===== config.mk =====
export PLATFORM = sky130hd
export DESIGN_NAME = tak_mul
export DESIGN_NICKNAME = d
export VERILOG_FILES = /design/src/design/tak_pkg.sv /design/src/design/tak_mul.sv
export SDC_FILE = /design/constraint.sdc
export NUM_CORES = 2
export LEC_CHECK = 0
export BUFFER_PORTS_ARGS = -buffer_cell sky130_fd_sc_hd__buf_2
export CAP_MARGIN = 20
export CORE_MARGIN = 2
export CORE_UTILIZATION = 67
export CTS_CLUSTER_SIZE = 16
export DETAILED_ROUTE_END_ITERATION = 10
export PLACE_DENSITY = 0.94
export SYNTH_ARGS = -nofsm -noshare
export SYNTH_HDL_FRONTEND = slang
export SYNTH_SLANG_ARGS = --single-unit

===== constraint.sdc =====
create_clock -name clk -period 10.1 [get_ports clk]
set_input_delay 1.515 -clock clk [delete_from_list [all_inputs] [get_ports clk]]
set_output_delay 1.515 -clock clk [all_outputs]
set_load 0.02 [all_outputs]

===== src/design/tak_pkg.sv =====
`timescale 1ns / 1ps
`default_nettype none
package tak_pkg;

  localparam int unsigned DATA_W    = 32;
  localparam int unsigned FRAC_W    = 24;
  localparam int unsigned DT_W      = 25;
  localparam int unsigned NOISE_W   = 31;
  localparam int unsigned CFG_IDX_W = 3;
  localparam int unsigned CFG_DAT_W = 31;

  localparam logic signed [DATA_W-1:0] Q_MAX = 32'sh7FFF_FFFF;
  localparam logic signed [DATA_W-1:0] Q_MIN = 32'sh8000_0000;

  // Register indexes of the configuration port.
  localparam logic [CFG_IDX_W-1:0] CFG_TIME_STEP     = 3'd0;
  localparam logic [CFG_IDX_W-1:0] CFG_ANGLE_NOISE   = 3'd1;
  localparam logic [CFG_IDX_W-1:0] CFG_BIAS_NOISE    = 3'd2;
  localparam logic [CFG_IDX_W-1:0] CFG_MEASURE_NOISE = 3'd3;
  localparam logic [CFG_IDX_W-1:0] CFG_OBSERVE_GAIN  = 3'd4;

  localparam logic [DT_W-1:0]    RST_TIME_STEP     = 25'd83886;
  localparam logic [NOISE_W-1:0] RST_ANGLE_NOISE   = 31'd16777;
  localparam logic [NOISE_W-1:0] RST_BIAS_NOISE    = 31'd83886;
  localparam logic [NOISE_W-1:0] RST_MEASURE_NOISE = 31'd8388608;
  localparam logic [NOISE_W-1:0] RST_OBSERVE_GAIN  = 31'd16777216;

  function automatic logic signed [DATA_W-1:0] sat_add(
    input logic signed [DATA_W-1:0] a,
    input logic signed [DATA_W-1:0] b
  );
    logic [DATA_W:0] s;
    s = {a[DATA_W-1], a} + {b[DATA_W-1], b};
    if (s[DATA_W] != s[DATA_W-1]) begin
      return s[DATA_W] ? Q_MIN : Q_MAX;
    end
    return s[DATA_W-1:0];
  endfunction

  function automatic logic signed [DATA_W-1:0] sat_sub(
    input logic signed [DATA_W-1:0] a,
    input logic signed [DATA_W-1:0] b
  );
    logic [DATA_W:0] s;
    s = {a[DATA_W-1], a} - {b[DATA_W-1], b};
    if (s[DATA_W] != s[DATA_W-1]) begin
      return s[DATA_W] ? Q_MIN : Q_MAX;
    end
    return s[DATA_W-1:0];
  endfunction

endpackage
`default_nettype wire


===== src/design/tak_mul.sv =====
`timescale 1ns / 1ps
`default_nettype none
module tak_mul (
  input  wire logic                             clk,
  input  wire logic                             en,
  input  wire logic signed [tak_pkg::DATA_W-1:0] op_a,
  input  wire logic signed [tak_pkg::DATA_W-1:0] op_b,
  output logic signed [tak_pkg::DATA_W-1:0]      q
);
  import tak_pkg::*;

  logic signed [2*DATA_W-1:0]      prod_r;
  logic signed [2*DATA_W-1:0]      rnd;
  logic signed [2*DATA_W-FRAC_W-1:0] shr;

  always_ff @(posedge clk) begin
    if (en) begin
      prod_r <= op_a * op_b;
    end
  end

  // Add half an LSB and drop the fraction: round to nearest, ties upward.
  assign rnd = prod_r + (64'sd1 <<< (FRAC_W - 1));
  assign shr = rnd[2*DATA_W-1:FRAC_W];

  always_comb begin
    if (shr > 40'sh00_7FFF_FFFF) begin
      q = Q_MAX;
    end else if (shr < -40'sh00_8000_0000) begin
      q = Q_MIN;
    end else begin
      q = shr[DATA_W-1:0];
    end
  end

endmodule
`default_nettype wire


==> results.sh <==
export IMPL_worst_slack_ns=0.538
export IMPL_holdWs_ns=1.91
export IMPL_rows=87
export IMPL_netlist_instances=4007
export IMPL_cap_violations=0
export IMPL_gp_congestion=0.981
export IMPL_grt_antenna_before_repair=6
export IMPL_syn_area_mm2=0.0380
export IMPL_ys_async_sr_fraction=0
export IMPL_endpoint_kind="flop"
export IMPL_grt_max_degree=42
export IMPL_die_w_um=242
export IMPL_cts_tree="built"
export IMPL_ioPinCount=98
export IMPL_maxSlewHeadroom=0.299
export IMPL_drc=0
export IMPL_synth_area_leader_cell="fa_1"
export IMPL_grt_pass1_wl_mm=172
export IMPL_yosysTopAreaCellShare=0.570
export IMPL_ys_warn_count=0
export IMPL_cts_hold_buf=0
export IMPL_post_cts_buffers=0
export IMPL_ys_dominant_reg_cell="edfxtp_1"
export IMPL_startpoint_type="input port"
export IMPL_cts_made_buffers=5
export IMPL_synth_cell_types=57
export IMPL_area_delta_synth_final_pct=3.12
export IMPL_regArea_mm2=0.00123
export IMPL_avgSynthCellArea_um2=9.47
export IMPL_worstHoldStart="en"
export IMPL_cp_required_ns=10.13
export IMPL_cts_root_buf="clkbuf_16"
export IMPL_vias=28439
export IMPL_dieArea_mm2=0.0586
export IMPL_tightest_slew_ns=1.05
export IMPL_layout_drive_gt1_share=0.0428
export IMPL_setup_tns_ns=0
export IMPL_gr_usage_all_layers=0.382
export IMPL_ant_nets=0
export IMPL_synth_edff_count=41
export IMPL_grt_ovfl_total=0
export IMPL_post_route_period_util=0.947
export IMPL_synth_area_leaders="fa_1 (57%), inv_1 (9.5%), and2_1 (8.4%)"
export IMPL_reg_top3="prod_r x41"
export IMPL_final_core_util=0.697
export IMPL_fin_nets=5280
export IMPL_crit_family="adder cells"
export IMPL_wl_per_cell_um=22.5
export IMPL_wl_mm=106
export IMPL_routed_via_density=6.03
export IMPL_portBuffers=97
export IMPL_cts_resized=0
export IMPL_ys_top_cells_by_count="fa_1 (1081), inv_1 (964), nand2_1 (548)"
export IMPL_initial_core_util=0.676
export IMPL_setup_viol=0
export IMPL_hold_viol=0
export IMPL_firstDrtPassIters=6
export IMPL_path_clk_slew_ns=0.06
export IMPL_path_class="input port to flop"
export IMPL_yosys_cell_count_top_type="fa_1"
export IMPL_dp_slack_ns=0.350
export IMPL_drv_slew=0
export IMPL_die_h_um=242
export IMPL_cts_num_sinks=41
export IMPL_finalCriticalPeriod_ns=9.56
export IMPL_rsz0062_at_grt="false"
export IMPL_clockBufferDepth=2
export IMPL_drt_iter0_drc=2329
export IMPL_htreeDepth=2
export IMPL_crit_arrival_ns=9.59
export IMPL_max_freq_mhz=105
export IMPL_regMostFlops="prod_r"
export IMPL_syn_num_nets=5335
export IMPL_cp_common_cell="fa_1"
export IMPL_worstHoldPathType="input port to flop"
export IMPL_grt_pass1_vias=33386
export IMPL_cp_startpoint="op_b[5]"
export IMPL_multiInputGateArea_mm2=0.0323
export IMPL_outcome="completed"
export IMPL_path_buf_inv=9
export IMPL_nFillCells=3823
export IMPL_seq_area_frac_synth=0.0324
export IMPL_coreArea_mm2=0.0562
export IMPL_synth_seq_cells=41
export IMPL_max_stage_delay_ns=0.62
export IMPL_crit_slowest_cell="fa_1"
export IMPL_dp_hpwl_mm=86.7
export IMPL_crit_fanout=20
export IMPL_largest_reg_flops=41
-- through the flow --
stage | std cells | cell area [um^2]
detailed placement | 4701 | 39000
finish | 4716 | 39100
global route | 4710 | 39100
CTS | 4709 | 39100
global placement | 4701 | 39000
floorplan | 4007 | 38000
-- logic make-up after synthesis --
group                    Yosys count  synth area share
adder cells (fa/ha/maj)         1262             0.630
AND/OR/NAND/NOR                 1236             0.166
buffers and inverters           1174             0.116
AO/OA/AOI/OAI                    203            0.0349
XOR/XNOR                          89            0.0205
flip-flops                        41            0.0324
multiplexers                       2          0.000560
-- final timing paths --
path / end / slack (ns) / cells after the start
min: prod_r[27] / 1.91 / 1
max: prod_r[58] / 0.54 / 25
-- cell type report --
class	count	share of cell area
timing repair buffer	148	0.0222
inverter	964	0.0924
sequential	41	0.0315
antenna	7	0.000447
clock buffer	5	0.00320
multi-input combinational	2792	0.826
clock inverter	3	0.000575
tap	756	0.0242
-- layer usage --
metal	GRT usage	share of wire	vias up
met5	0	0.00012	-
met4	0.297	0.097	2
met3	0.0773	0.099	723
met2	0.644	0.49	1974
met1	0.430	0.32	14331
li1	-	-	11409
-- layout by cell type, fill, tap and decap left out, drive strengths merged, types with 4 or more instances in the layout --
master / synthesis / layout
a31oi: 6 / 6
xnor2: 49 / 49
nand2: 548 / 548
nor2b: 31 / 31
o211ai: 8 / 8
buf: 4 / 148
inv: 964 / 964
nor3: 16 / 16
edfxtp: 41 / 41
and3: 17 / 17
nand2b: 8 / 8
fa: 1081 / 1081
and4: 9 / 9
a211o: 6 / 6
clkbuf: 206 / 5
a211oi: 8 / 8
xor2: 40 / 40
or3: 4 / 4
a21o: 37 / 37
nand3: 26 / 26
ha: 181 / 181
and2: 512 / 512
nand4: 15 / 15
diode: 0 / 7
o21a: 6 / 6
nor2: 35 / 35
o21ai: 55 / 55
a21oi: 46 / 46
Power is left out: the tool's default activity adds up to more than one toggle a clock period on the data nets, which glitch-free logic cannot reach.
