### src/design/tak_pkg.sv
`timescale 1ns / 1ps
`default_nettype none
package tak_pkg;

  localparam int unsigned DATA_W    = 32;
  localparam int unsigned FRAC_W    = 24;
  localparam int unsigned DT_W      = 25;
  localparam int unsigned NOISE_W   = 31;
  localparam int unsigned CFG_IDX_W = 3;
  localparam int unsigned CFG_DAT_W = 31;

  localparam logic signed [DATA_W-1:0] Q_MAX = 32'sh7FFF_FFFF;
  localparam logic signed [DATA_W-1:0] Q_MIN = 32'sh8000_0000;

  // Register indexes of the configuration port.
  localparam logic [CFG_IDX_W-1:0] CFG_TIME_STEP     = 3'd0;
  localparam logic [CFG_IDX_W-1:0] CFG_ANGLE_NOISE   = 3'd1;
  localparam logic [CFG_IDX_W-1:0] CFG_BIAS_NOISE    = 3'd2;
  localparam logic [CFG_IDX_W-1:0] CFG_MEASURE_NOISE = 3'd3;
  localparam logic [CFG_IDX_W-1:0] CFG_OBSERVE_GAIN  = 3'd4;

  localparam logic [DT_W-1:0]    RST_TIME_STEP     = 25'd83886;
  localparam logic [NOISE_W-1:0] RST_ANGLE_NOISE   = 31'd16777;
  localparam logic [NOISE_W-1:0] RST_BIAS_NOISE    = 31'd83886;
  localparam logic [NOISE_W-1:0] RST_MEASURE_NOISE = 31'd8388608;
  localparam logic [NOISE_W-1:0] RST_OBSERVE_GAIN  = 31'd16777216;

  function automatic logic signed [DATA_W-1:0] sat_add(
    input logic signed [DATA_W-1:0] a,
    input logic signed [DATA_W-1:0] b
  );
    logic [DATA_W:0] s;
    s = {a[DATA_W-1], a} + {b[DATA_W-1], b};
    if (s[DATA_W] != s[DATA_W-1]) begin
      return s[DATA_W] ? Q_MIN : Q_MAX;
    end
    return s[DATA_W-1:0];
  endfunction

  function automatic logic signed [DATA_W-1:0] sat_sub(
    input logic signed [DATA_W-1:0] a,
    input logic signed [DATA_W-1:0] b
  );
    logic [DATA_W:0] s;
    s = {a[DATA_W-1], a} - {b[DATA_W-1], b};
    if (s[DATA_W] != s[DATA_W-1]) begin
      return s[DATA_W] ? Q_MIN : Q_MAX;
    end
    return s[DATA_W-1:0];
  endfunction

endpackage
`default_nettype wire

### src/design/tak_div.sv
`timescale 1ns / 1ps
`default_nettype none
module tak_div (
  input  wire logic                              clk,
  input  wire logic                              rst_n,
  input  wire logic                              start,
  input  wire logic signed [tak_pkg::DATA_W-1:0] num,
  input  wire logic signed [tak_pkg::DATA_W-1:0] den,
  output logic                                   done,
  output logic signed [tak_pkg::DATA_W-1:0]      quo
);
  import tak_pkg::*;

  localparam int unsigned SUM_W = DATA_W + FRAC_W + 1;
  localparam int unsigned CNT_W = $clog2(DATA_W);

  typedef enum logic [1:0] {
    D_IDLE,
    D_ADD,
    D_RUN,
    D_FIN
  } div_state_t;

  div_state_t         state_r;
  logic [DATA_W-1:0]  num_mag_r;
  logic [DATA_W-1:0]  den_mag_r;
  logic               neg_r;
  logic               zero_r;
  logic               ovf_r;
  logic [DATA_W-1:0]  rem_r;
  logic [DATA_W-1:0]  quo_bits_r;
  logic [CNT_W-1:0]   cnt_r;
  logic               done_r;
  logic [DATA_W-1:0]  quo_r;

  logic [SUM_W-1:0]   nsum;
  logic [DATA_W+1:0]  trial;
  logic [DATA_W-1:0]  mag;
  logic [DATA_W-1:0]  res;

  // Dividend is |num| * 2^24 plus half the divisor, so the truncating
  // quotient comes out rounded to nearest.
  assign nsum = {1'b0, num_mag_r, {FRAC_W{1'b0}}} +
                {{(SUM_W-DATA_W){1'b0}}, den_mag_r >> 1};
  assign trial = {1'b0, rem_r, quo_bits_r[DATA_W-1]} - {2'b00, den_mag_r};

  always_comb begin
    if (ovf_r || quo_bits_r > 32'h8000_0000) begin
      mag = 32'h8000_0000;
    end else begin
      mag = quo_bits_r;
    end
    if (zero_r) begin
      res = '0;
    end else if (neg_r) begin
      res = 32'h0 - mag;
    end else if (mag[DATA_W-1]) begin
      res = Q_MAX;
    end else begin
      res = mag;
    end
  end

  always_ff @(posedge clk) begin
    if (!rst_n) begin
      state_r <= D_IDLE;
      done_r  <= 1'b0;
    end else begin
      done_r <= (state_r == D_FIN);
      case (state_r)
        D_IDLE: begin
          if (start) begin
            num_mag_r <= num[DATA_W-1] ? 32'h0 - num : num;
            den_mag_r <= den[DATA_W-1] ? 32'h0 - den : den;
            neg_r     <= num[DATA_W-1] ^ den[DATA_W-1];
            zero_r    <= (den == '0);
            state_r   <= D_ADD;
          end
        end
        D_ADD: begin
          // A high part at or above the divisor means a quotient of 2^32 or
          // more, which saturates anyway.
          ovf_r      <= ({7'd0, nsum[SUM_W-1:DATA_W]} >= den_mag_r);
          rem_r      <= {7'd0, nsum[SUM_W-1:DATA_W]};
          quo_bits_r <= nsum[DATA_W-1:0];
          cnt_r      <= '0;
          if (zero_r || ({7'd0, nsum[SUM_W-1:DATA_W]} >= den_mag_r)) begin
            state_r <= D_FIN;
          end else begin
            state_r <= D_RUN;
          end
        end
        D_RUN: begin
          if (!trial[DATA_W+1]) begin
            rem_r <= trial[DATA_W-1:0];
          end else begin
            rem_r <= {rem_r[DATA_W-2:0], quo_bits_r[DATA_W-1]};
          end
          quo_bits_r <= {quo_bits_r[DATA_W-2:0], ~trial[DATA_W+1]};
          cnt_r      <= cnt_r + 1'b1;
          if (cnt_r == CNT_W'(DATA_W - 1)) begin
            state_r <= D_FIN;
          end
        end
        D_FIN: begin
          quo_r   <= res;
          state_r <= D_IDLE;
        end
        default: begin
          state_r <= D_IDLE;
        end
      endcase
    end
  end

  assign done = done_r;
  assign quo  = quo_r;

endmodule
`default_nettype wire

### config.mk
export PLATFORM = sky130hd
export DESIGN_NAME = tak_div
export DESIGN_NICKNAME = d
export VERILOG_FILES = /design/src/design/tak_pkg.sv /design/src/design/tak_div.sv
export SDC_FILE = /design/constraint.sdc
export NUM_CORES = 1
export LEC_CHECK = 0
export BUFFER_PORTS_ARGS = -buffer_cell sky130_fd_sc_hd__buf_2
export CAP_MARGIN = 20
export CORE_ASPECT_RATIO = 1.1
export CORE_MARGIN = 4
export CORE_UTILIZATION = 60
export DETAILED_ROUTE_END_ITERATION = 10
export GPL_TIMING_DRIVEN = 0
export PLACE_DENSITY = 0.8
export SLEW_MARGIN = 15
export SYNTH_ARGS = -nofsm -noshare
export SYNTH_HDL_FRONTEND = slang
export SYNTH_SLANG_ARGS = --single-unit
### constraint.sdc
create_clock -name clk -period 4.5 [get_ports clk]
set_input_delay 0 -clock clk [delete_from_list [all_inputs] [get_ports clk]]
set_output_delay 0 -clock clk [all_outputs]
set_load 0.005 [all_outputs]
==> summary.txt <==
Outcome
  – Status: finished clean

GRT
  – Pin count of the biggest net entering global routing: 66
  – Initial antenna violation count: 0
  – Gr usage total: 31.4%
  – First-pass GRT wire length: 54.1 mm
  – Grt ovf: 0
  – Vias in the first global route: 10356

Synthesis
  – Synthesis-stage register bit count: 171
  – Synthesized Nets: 1362
  – Synthesized instance count: 1220
  – Synth unique cells: 63
  – Seq/Total Area, Yosys: 43.4%
  – Ys async rst share: 0%
  – Cell Area, Synth: 0.0118 mm^2
  – Mean post-synth cell area: 9.63 um^2
  – Post-synth EDFFs: 168
  – Main synth FF type: edfxtp_1
  – YS warnings: 0

Setup path
  – Critical path endpoint category: flip-flop
  – Startpoint types: flip-flop
  – CP required: 4.82 ns
  – Cells along the critical path: ha_1, fa_1, a21o_1, a21oi_1, nor2b_1, o21a_1, nand2_1, xor2_1, ha_1, nand2b_1, a21o_1, a21o_1, a21oi_1, nor2_1, o21ai_1, a31oi_2, o21ai_0, a21oi_1
  – Slowest cell on the critical path: edfxtp_1
  – Kind of critical path: reg2reg
  – Arrival time worst endpoint: 4.64 ns
  – CP max FO: 3
  – Reg2reg setup slack: 0.18 ns
  – CP max stage delay: 0.43 ns

Drt
  – Avg Vias per Cell: 6.10
  – Initial drt markers: 787
  – Final wirelength: 33.9 mm
  – DRT antenna net count: 0
  – DR DRC count: 0
  – First-pass detailed-route iteration total: 5
  – Via Count: 10189
  – Routed WL per cell: 20.3 um

Pwr
  – Internal Power: 4.18 mW
  – Clock Power Share: 21.2%
  – Logic pwr share: 42.5%
  – Sw frac: 39.7%
  – Lkg Pwr: 5.35 nW
  – Final Power: 6.94 mW
  – VDD IR-drop max: 0.000316 V
  – Share of power burned in registers: 36.3%
  – Power Density: 497 mW/mm^2
  – Sw power: 2.76 mW

Timing
  – Worst Hold Slack: 0.0179 ns
  – Final Hold Vio Count: 0
  – Setup violators final: 0
  – Slew @ Worst Pin: 0.911 ns
  – Fin crit share: 96.0%
  – Max_slew headroom: 39.0%
  – Max frequency: 232 MHz
  – Unrepaired setup endpoints after global routing: no
  – Min Tclk post-route: 4.32 ns
  – Layout Skew: 0.0189 ns
  – Pins Over Slew Limit: 0

Floorplanning
  – Starting Density: 61.3%
  – Row cnt: 53
  – Die height: 155 um
  – Die area: 0.0219 mm^2
  – Core box area: 0.0192 mm^2
  – Die X: 141 um
  – Total I/O pin count: 100

Flow run
  – Max-Cap Viols: 0

Finish
  – Share of cells above drive strength 1: 12.7%
  – Final core utilization: 72.8%
  – Final instance area: 0.0140 mm^2
  – Synth-to-Final Area Change: 18.7%
  – Most frequent cells in the layout: edfxtp_1, nand2_1, nor2_1, buf_2, xnor2_1
  – Final net count: 1553
  – Commonest non-fill, non-tap cell in the layout: edfxtp_1
  – Ant. Diodes: 0
  – Reg area: 0.00510 mm^2
  – Filler Cells Inserted: 1337
  – Multi-input gate area: 0.00630 mm^2

Clock network
  – CTS Sinks: 171
  – Clock buffer depth: 2
  – H-tree depth: 4
  – Post-CTS setup repair buffer count: 0
  – CTS clk-pin slew, worst paths: 0.07 ns
  – Total CTS buffers: 17
  – CTS tree: done
  – Worst skew pair latency: 0.44 ns
  – CTS root buffer: clkbuf_16

Placed design
  – HPWL after DPL: 24.3 mm
  – Placed cell area: 0.0126 mm^2
  – Routability Congestion: 0.945
  – I/O Buffers: 99

Min path
  – Worst Hold Class: in2reg
[cell type report]
type	count	area share, %
flip-flops and latches	171	36.6
multi-input cells	946	45.1
repair buffers	172	9.08
well taps	247	2.22
clock inverters	14	1.06
inverters	59	1.59
plain buffers	44	1.26
clock buffers	18	3.08
[sequential cells by signal, summed over array words and instances (netlist names), 2 cells and up]
name and count:
cnt_r 5, den_mag_r 32, num_mag_r 32, quo 32, quo_bits_r 32, rem_r 32
state_r 2
[critical path: cells and delay by family, from the launching register on]
family | cells | cell delay, ns
adder cells (fa/ha/maj) | 3 | 0.95
AO/OA/AOI/OAI | 10 | 2.03
XOR/XNOR | 1 | 0.29
flip-flops | 1 | 0.43
AND/OR/NAND/NOR | 4 | 0.48
[synthesized netlist by cell type, types with 13 or more instances]
cell type / n / area (um^2)
nor2_1: 103 / 387
xnor2_1: 98 / 858
o21ai_0: 92 / 460
clkbuf_1: 37 / 139
mux2_2: 14 / 158
edfxtp_1: 168 / 5040
a21oi_1: 85 / 425
mux2i_1: 13 / 130
o31ai_1: 20 / 150
nor3_1: 31 / 155
a31oi_1: 15 / 93.8
or3_1: 16 / 100
nand2b_1: 21 / 131
ha_1: 73 / 913
inv_1: 59 / 221
a21o_1: 23 / 173
nand2_1: 131 / 492
nor4_1: 17 / 106
nand3_1: 23 / 115
xor2_1: 31 / 272
[worst paths after layout]
kind | start | endpoint | cells past startpoint
setup reg to reg | den_mag_r[25]$_DFFE_PP_ | state_r[0]$_SDFFE_PN0P_ | 18
hold / removal | start | state_r[0]$_SDFFE_PN0P_ | 5
hold reg to reg | rem_r[25]$_SDFFCE_PN0P_ | rem_r[26]$_SDFFCE_PN0P_ | 2
setup / recovery | den_mag_r[25]$_DFFE_PP_ | state_r[0]$_SDFFE_PN0P_ | 18
[power by group through the flow]
stage	sequential (mW)	combinational [mW]	clock, mW
final	2.52	2.95	1.47
after global routing	2.55	3.28	1.54
after CTS	2.51	2.88	1.47
after detailed placement	2.54	2.80	0
after global placement	2.56	2.70	0
after floorplan	2.46	2.05	0
[cell families after synthesis]
| logic type | after synthesis | synth area share, % |
|---|---|---|
| xor gates and xnor gates | 129 | 9.61 |
| DFF | 171 | 43.4 |
| and+or+nand+nor | 414 | 17.1 |
| muxes | 27 | 2.45 |
| adders and majority gates | 75 | 8.11 |
| buffers and inverters | 103 | 3.36 |
| AOI/OAI and AO/OA | 301 | 16.0 |
[through the flow]
step | TNS (ns) | worst slack (ns) | cells
2_1_floorplan | 0 | 0.858 | 1220
3_3_place_gp | -1.83 | -0.244 | 1566
3_5_place_dp | -1.86 | -0.243 | 1569
4_1_cts | 0 | 0.0752 | 1671
5_1_grt | 0 | 0.00185 | 1671
6_report | 0 | 0.182 | 1671
[metal layers]
| metal | GRT usage [%] | wire [um] | vias up | share of wire [%] |
|---|---|---|---|---|
| li1 | - | - | 4851 | - |
| met1 | 37.5 | 13100 | 4786 | 39 |
| met2 | 56.2 | 17200 | 461 | 51 |
| met3 | 3.43 | 1900 | 91 | 5.6 |
| met4 | 15.2 | 1610 | 0 | 4.8 |
| met5 | 0 | 0 | - | 0 |
[timing repair]
action	in CTS	in global routing
pin swaps	0	2
hold endpoints to repair	68	0
gates resized for setup	4	8
hold buffers	70	0
setup endpoints to repair	12	26
No activity file was read; power rests on OpenSTA's default activity.
